### config.mk
export PLATFORM = sky130hd
export DESIGN_NAME = pm25_to_air_quality_index_top
export DESIGN_NICKNAME = d
export VERILOG_FILES = /design/src/sv/pm25aqi_pkg.sv /design/src/sv/pm25aqi_corr.sv /design/src/sv/pm25aqi_interp.sv /design/src/sv/pm25aqi_grade.sv /design/src/sv/pm25_to_air_quality_index_top.sv
export SDC_FILE = /design/constraint.sdc
export NUM_CORES = 2
export LEC_CHECK = 0
export BUFFER_PORTS_ARGS = -buffer_cell sky130_fd_sc_hd__clkbuf_2
export CELL_PAD_IN_SITES_DETAIL_PLACEMENT = 1
export CELL_PAD_IN_SITES_GLOBAL_PLACEMENT = 1
export CORE_MARGIN = 2
export CORE_UTILIZATION = 53
export CTS_CLUSTER_SIZE = 28
export DETAILED_ROUTE_END_ITERATION = 8
export PLACE_DENSITY_LB_ADDON = 0.1
export RECOVER_POWER = 50
export SYNTH_ARGS = -nofsm -noshare
export SYNTH_HDL_FRONTEND = slang
export SYNTH_SLANG_ARGS = --single-unit
### constraint.sdc
create_clock -name clk -period 12.1 [get_ports clk]
set_input_delay 0.605 -clock clk [delete_from_list [all_inputs] [get_ports clk]]
set_output_delay 0.605 -clock clk [all_outputs]
set_load 0.02 [all_outputs]
### src/sv/pm25aqi_pkg.sv
// Shared types and constants for the PM2.5 to air quality index pipeline.
// Band tables, reciprocal constants and category codes; no dependencies.
package pm25aqi_pkg;

    localparam int PM_W    = 14;
    localparam int RH_W    = 10;
    localparam int CONC_W  = 28;   // signed corrected concentration, 1e-5 ug/m3
    localparam int DIST_W  = 27;   // offset from band lower breakpoint
    localparam int NUM_W   = 34;   // 2*span*delta + den
    localparam int RCP_W   = 13;
    localparam int QUO_W   = 10;
    localparam int AQI_W   = 10;
    localparam int CAT_W   = 3;
    localparam int BAND_W  = 3;
    localparam int NUM_BANDS   = 7;
    localparam int RECIP_SHIFT = 34;

    localparam logic [12:0] PM_GAIN  = 13'd5340;
    localparam logic [9:0]  RH_GAIN  = 10'd844;
    localparam logic [19:0] OFFSET   = 20'd560400;

    // Band 0 is the top band, band 6 the good band.
    localparam logic [DIST_W-1:0] BAND_LO [NUM_BANDS] = '{
        27'd35050000, 27'd25050000, 27'd15050000, 27'd5550000,
        27'd3550000,  27'd1210000,  27'd0
    };
    // Band width in concentration (den) and twice that (divisor).
    localparam logic [23:0] BAND_HALF [NUM_BANDS] = '{
        24'd14990000, 24'd9990000, 24'd9990000, 24'd9490000,
        24'd1990000,  24'd2330000, 24'd1200000
    };
    localparam logic [24:0] BAND_DIV [NUM_BANDS] = '{
        25'd29980000, 25'd19980000, 25'd19980000, 25'd18980000,
        25'd3980000,  25'd4660000,  25'd2400000
    };
    localparam logic [6:0] BAND_SPAN [NUM_BANDS] = '{
        7'd99, 7'd99, 7'd99, 7'd49, 7'd49, 7'd49, 7'd50
    };
    localparam logic [8:0] BAND_IDX_LO [NUM_BANDS] = '{
        9'd401, 9'd301, 9'd201, 9'd151, 9'd101, 9'd51, 9'd0
    };
    // floor(2^RECIP_SHIFT / divisor)
    localparam logic [RCP_W-1:0] BAND_RECIP [NUM_BANDS] = '{
        RCP_W'((64'd1 << RECIP_SHIFT) / 64'd29980000),
        RCP_W'((64'd1 << RECIP_SHIFT) / 64'd19980000),
        RCP_W'((64'd1 << RECIP_SHIFT) / 64'd19980000),
        RCP_W'((64'd1 << RECIP_SHIFT) / 64'd18980000),
        RCP_W'((64'd1 << RECIP_SHIFT) / 64'd3980000),
        RCP_W'((64'd1 << RECIP_SHIFT) / 64'd4660000),
        RCP_W'((64'd1 << RECIP_SHIFT) / 64'd2400000)
    };

    localparam logic [BAND_W-1:0] BAND_GOOD = 3'd6;

    localparam logic [CAT_W-1:0] CAT_GOOD       = 3'd0;
    localparam logic [CAT_W-1:0] CAT_MODERATE   = 3'd1;
    localparam logic [CAT_W-1:0] CAT_SENSITIVE  = 3'd2;
    localparam logic [CAT_W-1:0] CAT_UNHEALTHY  = 3'd3;
    localparam logic [CAT_W-1:0] CAT_VERY_UNHLT = 3'd4;
    localparam logic [CAT_W-1:0] CAT_HAZARDOUS  = 3'd5;

    typedef struct packed {
        logic              neg;
        logic [BAND_W-1:0] band;
        logic [DIST_W-1:0] delta;
    } band_t;

    typedef struct packed {
        logic              neg;
        logic [BAND_W-1:0] band;
        logic [QUO_W-1:0]  quo;
    } quo_t;

endpackage

### src/sv/pm25aqi_corr.sv
// Humidity correction and band select: two pipeline stages.
// Depends on pm25aqi_pkg.
module pm25aqi_corr (
    input  logic                         clk,
    input  logic                         rst_n,
    input  logic                         in_valid,
    output logic                         in_ready,
    input  logic [pm25aqi_pkg::PM_W-1:0] pm25_tenths,
    input  logic [pm25aqi_pkg::RH_W-1:0] humidity_tenths,
    output logic                         out_valid,
    input  logic                         out_ready,
    output pm25aqi_pkg::band_t           out_band
);
    import pm25aqi_pkg::*;

    logic              a_vld_reg;
    logic              b_vld_reg;
    logic              a_rdy;
    logic              b_rdy;
    logic [CONC_W-1:0] corr_reg;
    logic [CONC_W-1:0] corr_next;
    logic [26:0]       pm_term;
    logic [19:0]       rh_term;
    band_t             band_reg;
    band_t             band_next;
    logic [BAND_W-1:0] sel;
    logic [DIST_W-1:0] mag;

    assign b_rdy    = !b_vld_reg || out_ready;
    assign a_rdy    = !a_vld_reg || b_rdy;
    assign in_ready = a_rdy;

    // stage A: C = 5340*pm - 844*rh + 560400
    always_comb
    begin
        pm_term   = 27'(PM_GAIN) * 27'(pm25_tenths);
        rh_term   = 20'(RH_GAIN) * 20'(humidity_tenths);
        corr_next = 28'(pm_term) + 28'(OFFSET) - 28'(rh_term);
    end

    // stage B: strict-greater breakpoint search, top band wins
    always_comb
    begin
        mag = corr_reg[DIST_W-1:0];
        sel = BAND_GOOD;
        for (int i = NUM_BANDS - 2; i >= 0; i--)
        begin
            if (mag > BAND_LO[i])
            begin
                sel = BAND_W'(i);
            end
        end
        band_next.neg   = corr_reg[CONC_W-1];
        band_next.band  = sel;
        band_next.delta = mag - BAND_LO[sel];
    end

    always_ff @(posedge clk or negedge rst_n)
    begin
        if (!rst_n)
        begin
            a_vld_reg <= 1'b0;
            b_vld_reg <= 1'b0;
        end
        else
        begin
            if (a_rdy)
            begin
                a_vld_reg <= in_valid;
            end
            if (b_rdy)
            begin
                b_vld_reg <= a_vld_reg;
            end
        end
    end

    always_ff @(posedge clk)
    begin
        if (in_valid && a_rdy)
        begin
            corr_reg <= corr_next;
        end
        if (a_vld_reg && b_rdy)
        begin
            band_reg <= band_next;
        end
    end

    assign out_valid = b_vld_reg;
    assign out_band  = band_reg;

endmodule

### src/sv/pm25aqi_interp.sv
// Interpolation within the band: numerator, reciprocal multiply, correction.
// Three pipeline stages; depends on pm25aqi_pkg.
module pm25aqi_interp (
    input  logic               clk,
    input  logic               rst_n,
    input  logic               in_valid,
    output logic               in_ready,
    input  pm25aqi_pkg::band_t in_band,
    output logic               out_valid,
    input  logic               out_ready,
    output pm25aqi_pkg::quo_t  out_quo
);
    import pm25aqi_pkg::*;

    logic                       c_vld_reg;
    logic                       d_vld_reg;
    logic                       e_vld_reg;
    logic                       c_rdy;
    logic                       d_rdy;
    logic                       e_rdy;
    logic [NUM_W-2:0]           span_prod;
    logic [NUM_W-1:0]           num_next;
    logic [NUM_W-1:0]           num_c_reg;
    logic [NUM_W-1:0]           num_d_reg;
    logic                       neg_c_reg;
    logic                       neg_d_reg;
    logic [BAND_W-1:0]          band_c_reg;
    logic [BAND_W-1:0]          band_d_reg;
    logic [NUM_W+RCP_W-1:0]     rcp_prod;
    logic [QUO_W-1:0]           q0_next;
    logic [QUO_W-1:0]           q0_reg;
    logic [NUM_W-1:0]           back_prod;
    logic [NUM_W-1:0]           rem;
    quo_t                       quo_next;
    quo_t                       quo_reg;

    assign e_rdy    = !e_vld_reg || out_ready;
    assign d_rdy    = !d_vld_reg || e_rdy;
    assign c_rdy    = !c_vld_reg || d_rdy;
    assign in_ready = c_rdy;

    // stage C: n = 2*span*delta + den
    always_comb
    begin
        span_prod = (NUM_W-1)'(BAND_SPAN[in_band.band]) * (NUM_W-1)'(in_band.delta);
        num_next  = {span_prod, 1'b0} + NUM_W'(BAND_HALF[in_band.band]);
    end

    // stage D: q0 = floor(n * recip / 2^shift), at most one below the true quotient
    always_comb
    begin
        rcp_prod = (NUM_W+RCP_W)'(num_c_reg) * (NUM_W+RCP_W)'(BAND_RECIP[band_c_reg]);
        q0_next  = rcp_prod[RECIP_SHIFT +: QUO_W];
    end

    // stage E: bump q0 when the remainder still holds a full divisor
    always_comb
    begin
        back_prod     = NUM_W'(q0_reg) * NUM_W'(BAND_DIV[band_d_reg]);
        rem           = num_d_reg - back_prod;
        quo_next.neg  = neg_d_reg;
        quo_next.band = band_d_reg;
        quo_next.quo  = q0_reg + QUO_W'(rem >= NUM_W'(BAND_DIV[band_d_reg]));
    end

    always_ff @(posedge clk or negedge rst_n)
    begin
        if (!rst_n)
        begin
            c_vld_reg <= 1'b0;
            d_vld_reg <= 1'b0;
            e_vld_reg <= 1'b0;
        end
        else
        begin
            if (c_rdy)
            begin
                c_vld_reg <= in_valid;
            end
            if (d_rdy)
            begin
                d_vld_reg <= c_vld_reg;
            end
            if (e_rdy)
            begin
                e_vld_reg <= d_vld_reg;
            end
        end
    end

    always_ff @(posedge clk)
    begin
        if (in_valid && c_rdy)
        begin
            num_c_reg  <= num_next;
            neg_c_reg  <= in_band.neg;
            band_c_reg <= in_band.band;
        end
        if (c_vld_reg && d_rdy)
        begin
            q0_reg     <= q0_next;
            num_d_reg  <= num_c_reg;
            neg_d_reg  <= neg_c_reg;
            band_d_reg <= band_c_reg;
        end
        if (d_vld_reg && e_rdy)
        begin
            quo_reg <= quo_next;
        end
    end

    assign out_valid = e_vld_reg;
    assign out_quo   = quo_reg;

endmodule

### src/sv/pm25aqi_grade.sv
// Final stage: band offset, saturation, category code, output register.
// Depends on pm25aqi_pkg.
module pm25aqi_grade (
    input  logic                          clk,
    input  logic                          rst_n,
    input  logic                          in_valid,
    output logic                          in_ready,
    input  pm25aqi_pkg::quo_t             in_quo,
    output logic                          out_valid,
    input  logic                          out_ready,
    output logic [pm25aqi_pkg::AQI_W-1:0] aqi_value,
    output logic [pm25aqi_pkg::CAT_W-1:0] category_code,
    output logic                          result_valid
);
    import pm25aqi_pkg::*;

    logic             o_vld_reg;
    logic             o_rdy;
    logic [AQI_W:0]   sum;
    logic [AQI_W-1:0] aqi_next;
    logic [CAT_W-1:0] cat_next;
    logic [AQI_W-1:0] aqi_reg;
    logic [CAT_W-1:0] cat_reg;
    logic             ok_reg;

    assign o_rdy    = !o_vld_reg || out_ready;
    assign in_ready = o_rdy;

    always_comb
    begin
        sum      = (AQI_W+1)'(in_quo.quo) + (AQI_W+1)'(BAND_IDX_LO[in_quo.band]);
        aqi_next = sum[AQI_W] ? {AQI_W{1'b1}} : sum[AQI_W-1:0];
        priority if (aqi_next >= AQI_W'(301))
            cat_next = CAT_HAZARDOUS;
        else if (aqi_next >= AQI_W'(201))
            cat_next = CAT_VERY_UNHLT;
        else if (aqi_next >= AQI_W'(151))
            cat_next = CAT_UNHEALTHY;
        else if (aqi_next >= AQI_W'(101))
            cat_next = CAT_SENSITIVE;
        else if (aqi_next >= AQI_W'(51))
            cat_next = CAT_MODERATE;
        else
            cat_next = CAT_GOOD;
    end

    always_ff @(posedge clk or negedge rst_n)
    begin
        if (!rst_n)
        begin
            o_vld_reg <= 1'b0;
        end
        else if (o_rdy)
        begin
            o_vld_reg <= in_valid;
        end
    end

    always_ff @(posedge clk)
    begin
        if (in_valid && o_rdy)
        begin
            aqi_reg <= in_quo.neg ? '0 : aqi_next;
            cat_reg <= in_quo.neg ? CAT_GOOD : cat_next;
            ok_reg  <= !in_quo.neg;
        end
    end

    assign out_valid     = o_vld_reg;
    assign aqi_value     = aqi_reg;
    assign category_code = cat_reg;
    assign result_valid  = ok_reg;

endmodule

### src/sv/pm25_to_air_quality_index_top.sv
// Top level of the PM2.5 to air quality index converter.
// Depends on pm25aqi_pkg, pm25aqi_corr, pm25aqi_interp, pm25aqi_grade.
//
// Usage:
//   Input stream (s_axis): one transfer per sample, PM2.5 and relative
//   humidity both in tenths. Output stream (m_axis): one transfer per
//   sample, in order: rounded index and category code in tdata, and in
//   tuser a flag that is low when the humidity-corrected concentration
//   came out negative (index and category then read zero).
//   Pipeline: six register stages, one each for correction, band select,
//   numerator, reciprocal multiply, quotient correction and offset/category.
//   Throughput: one sample per cycle while m_axis is not stalled; the
//   reciprocal multiply and the back-multiply in the correction stage are
//   the deepest paths.
//   Division by twice the band width is a multiply by a per-band reciprocal,
//   then one compare and subtract that fixes the quotient up by one.
//   Stalls: each stage has its own valid bit and loads when the stage
//   after it is empty or moving, so a stalled m_axis fills bubbles first;
//   s_axis_tready drops only when all six stages hold a sample. Nothing
//   is dropped or repeated.
//   Reset: clears all valid bits; the data registers are not reset.
module pm25_to_air_quality_index_top (
    input  logic        clk,
    input  logic        rst_n,
    input  logic        s_axis_tvalid,
    output logic        s_axis_tready,
    input  logic [23:0] s_axis_tdata,   // [13:0] pm25_tenths, [23:14] humidity_tenths
    output logic        m_axis_tvalid,
    input  logic        m_axis_tready,
    output logic [15:0] m_axis_tdata,   // [9:0] aqi_value, [12:10] category_code, rest 0
    output logic [0:0]  m_axis_tuser    // [0] result_valid
);
    import pm25aqi_pkg::*;

    logic             corr_vld;
    logic             corr_rdy;
    band_t            corr_band;
    logic             intp_vld;
    logic             intp_rdy;
    quo_t             intp_quo;
    logic [AQI_W-1:0] aqi_value;
    logic [CAT_W-1:0] category_code;
    logic             result_valid;

    pm25aqi_corr u_corr (
        .clk             (clk),
        .rst_n           (rst_n),
        .in_valid        (s_axis_tvalid),
        .in_ready        (s_axis_tready),
        .pm25_tenths     (s_axis_tdata[PM_W-1:0]),
        .humidity_tenths (s_axis_tdata[PM_W+RH_W-1:PM_W]),
        .out_valid       (corr_vld),
        .out_ready       (corr_rdy),
        .out_band        (corr_band)
    );

    pm25aqi_interp u_interp (
        .clk       (clk),
        .rst_n     (rst_n),
        .in_valid  (corr_vld),
        .in_ready  (corr_rdy),
        .in_band   (corr_band),
        .out_valid (intp_vld),
        .out_ready (intp_rdy),
        .out_quo   (intp_quo)
    );

    pm25aqi_grade u_grade (
        .clk           (clk),
        .rst_n         (rst_n),
        .in_valid      (intp_vld),
        .in_ready      (intp_rdy),
        .in_quo        (intp_quo),
        .out_valid     (m_axis_tvalid),
        .out_ready     (m_axis_tready),
        .aqi_value     (aqi_value),
        .category_code (category_code),
        .result_valid  (result_valid)
    );

    assign m_axis_tdata = {3'b000, category_code, aqi_value};
    assign m_axis_tuser = result_valid;

    // Invalid results carry all-zero payload.
    assert property (@(posedge clk) disable iff (!rst_n)
        (m_axis_tvalid && !m_axis_tuser[0]) |-> (m_axis_tdata == 16'd0))
        else $error("invalid result with nonzero payload");

    // Category must agree with the index.
    assert property (@(posedge clk) disable iff (!rst_n)
        (m_axis_tvalid && m_axis_tuser[0] && (aqi_value >= AQI_W'(301)))
            |-> (category_code == CAT_HAZARDOUS))
        else $error("category mismatch at hazardous index");

    assert property (@(posedge clk) disable iff (!rst_n)
        (m_axis_tvalid && m_axis_tuser[0] && (aqi_value <= AQI_W'(50)))
            |-> (category_code == CAT_GOOD))
        else $error("category mismatch at good index");

    // An empty output stage opens the whole pipeline to new input.
    assert property (@(posedge clk) disable iff (!rst_n)
        !m_axis_tvalid |-> s_axis_tready)
        else $error("input stalled while output stage empty");

endmodule

==> impl_metrics.yaml <==
die:
  start_util_pct: 53.4
  die_x_um: 270
  ios: 47
  coreArea_um2: 70000
  dieHeight_um: 270
  rows: 97
  dieArea_um2: 72800
global_routing:
  grt_max_degree: 51
  grt_pass1_wl_mm: 169
  antenna_found_initial: 5
  grt.total_usage_pct: 29.4
  grt_overflow: 0
  grt_pass1_vias: 31300
clocking:
  clock_tree.root_cell: "clkbuf_16"
  cts.sinks: 169
  clk-insertion-delay-late_ns: 0.48
  postCtsSetupBuffers: 0
  ctsHtreeMaxLevel: 4
  cts_made_buffers: 17
  cts_tree: "done"
  max-clock-path-buffers: 2
  clkTransAtPathRegs_ns: 0.08
synthesis:
  synthArstFlopShare_pct: 3.55
  ys.flop_type: "edfxtp_1"
  avgSynthCellArea_um2: 9.27
  yosysSeqAreaShare_pct: 13.5
  syn_area_um2: 37400
  synth_cells: 4039
  yosysUniqueCellTypes: 85
  synth_seq_cells: 169
  synth_edf_count: 163
  yosys_warnings: 0
route:
  ant_nets: 0
  via_count: 27700
  drcViolationCount: 0
  post_drt_wl_per_cell_um: 20.7
  drt_iter0_drc: 1270
  drt_wl_total_mm: 103
  avgViaCountPerCell: 5.58
  dr.pass1.iters: 5
setup_path:
  r2r_slack_ns: 0.94
  slowest_delay_ns: 1.33
  timing.rr.start: "u_interp.band_d_reg[2]"
  cp-start-kind: "register"
  crit_type: "reg -> reg"
  worst_path_max_delay_cell: "clkbuf_1"
  ff2ff_path_depth: 35
  cp_max_fo: 40
  crit_arrival_ns: 11.37
  critical_path_required_ns: 12.31
  worstSetupEndpointType: "register"
  cpMostUsedCell: "fa_1"
  rr_endpoint: "u_interp.out_quo[8]"
sta:
  period_share_pct: 92.2
  drv_slew: 171
  holdWs_ns: 0.373
  finalSetupViolCount: 0
  fin_skew_ns: 0.0184
  worst_pin_slew_ns: 2.96
  final.setup.worst_slack_ns: 0.940
  finalHoldViolCount: 0
  rsz0062_at_grt: "no"
  slew_headroom_pct: -97.2
  max_freq_ghz: 0.0896
  fin_crit_ns: 11.16
  setup-tns-final_ns: 0
placement:
  placed_area_um2: 38600
  gp_congestion: 0.891
  dp_slack_ns: 1.56
  numPortBuffers: 43
  post-dp-hpwl_mm: 82.2
flow_run:
  cap_violations: 4
status:
  violations: "capacitance limit, slew limit"
  status: "finished, violations left"
layout:
  antenna_cells: 0
  syn_to_final_growth_pct: 4.63
  drive_gt1_share_pct: 2.74
  nets: 5126
  stdcell_area_um2: 39200
hold_path:
  hold_depth: 2
  hp-class: "in -> reg"
  whs_endpoint: "u_corr.a_vld_reg"
  worstHoldStart: "s_axis_tvalid"
## placed cells by master (no fill, tap or decap), drive strengths merged, types with 5 or more instances in the layout
cell	Yosys	routed
a311oi	5	5
o21ai	85	85
fa	620	620
nand4	17	17
xnor2	126	126
inv	802	808
nor2b	114	114
nand3	49	49
nand2b	37	37
o31ai	13	13
a211oi	19	19
a21boi	12	12
o21bai	23	23
clkbuf	118	69
ha	470	470
xor2	52	52
nor3b	6	6
o21a	33	33
mux2i	9	9
a211o	6	6
buf	4	17
o41ai	6	6
a31oi	19	19
clkinv	2	11
a2111oi	5	5
edfxtp	163	163
nand2	456	456
and2	172	172
or3	10	10
nor2	166	166
nor3	48	48
and3	33	33
o211ai	18	18
dfrtp	6	6
nor4	9	9
a21o	65	65
or2	8	8
a21oi	166	166
## through the flow
step	cells	util (%)
5_1_grt	4961	55.9
3_3_place_gp	4928	55.1
6_report	4961	55.9
3_5_place_dp	4928	55.1
2_1_floorplan	4041	-
4_1_cts	4961	56.0
## area by class of cell
cell class | instances | area, um^2
clock buffer | 17 | 425
clock inverter | 15 | 181
fill | 8141 | 30900
inverter | 804 | 3020
multi-input combinational | 2946 | 28900
sequential | 169 | 5040
tap | 940 | 1180
timing repair buffer | 70 | 365
## critical path, delay by kind of cell, from the launching register on
kind | cells | cell delay, ns
fa+ha+maj | 9 | 3.77
flops | 1 | 0.33
simple gates | 8 | 1.43
buf+inv | 4 | 2.20
xor+xnor | 2 | 0.22
compound gates | 12 | 2.95
## per-layer routing
metal  up-vias  track usage, %  wire length, um
li1      12800               -                -
met1     14200            37.3            43100
met2       558            51.9            51700
met3       182            3.22             3960
met4         4            10.6             3930
met5         -               0               30
## how the worst max path moves through the flow
stage                           start             endpoint
4_1_cts        u_interp.band_d_reg[1]  u_interp.out_quo[8]
5_1_grt        u_interp.band_d_reg[2]  u_interp.out_quo[8]
3_3_place_gp   u_interp.band_d_reg[1]  u_interp.out_quo[8]
6_report       u_interp.band_d_reg[2]  u_interp.out_quo[8]
2_1_floorplan  u_interp.band_d_reg[1]  u_interp.out_quo[8]
3_5_place_dp   u_interp.band_d_reg[1]  u_interp.out_quo[4]
## synth_stat cells, types with 4 or more instances
cell type	n	area, um^2
nor3_1	48	240
a31oi_1	19	119
a211o_1	6	52.6
clkbuf_1	118	443
nor4_1	8	50.1
o221a_2	4	45.0
nand4_1	17	106
fa_1	620	12400
a22o_1	4	35.0
nand3_1	49	245
nor3b_1	6	45.0
or3_1	10	62.6
dfrtp_1	6	150
a2111oi_0	5	43.8
a311oi_1	4	35.0
ha_1	470	5880
inv_1	801	3010
xor2_1	52	455
a41oi_1	4	35.0
a21boi_0	10	75.1
o21bai_1	23	173
mux2i_1	9	90.1
xnor2_1	126	1100
nor2_1	166	623
a21oi_1	165	826
o21a_1	33	248
a221oi_1	4	35.0
nand2_1	456	1710
edfxtp_1	163	4890
nand2b_1	37	231
nor2b_1	114	713
a211oi_1	19	143
or2_2	8	50.1
and3_1	33	206
o21ai_0	83	415
a21o_1	65	488
o31ai_1	13	97.6
o211ai_1	17	128
and2_1	170	1060
o41ai_1	6	52.6
## timing repair
item | in CTS | in global routing
hold buffers | 1 | 0
gates resized for setup | 0 | 0
hold endpoints to repair | 6 | 0
## cells by family after synthesis
kind of cell / after synthesis / share of synthesized area (%)
compound gates: 520 / 9.02
xor+xnor: 178 / 4.17
fa+ha+maj: 1090 / 48.9
buf+inv: 926 / 9.32
flops: 169 / 13.5
mux: 12 / 0.341
other cells: 1 / 0.0100
simple gates: 1143 / 14.8
Power is left out: the tool's default activity adds up to more than one toggle a clock period on the data nets, which glitch-free logic cannot reach.
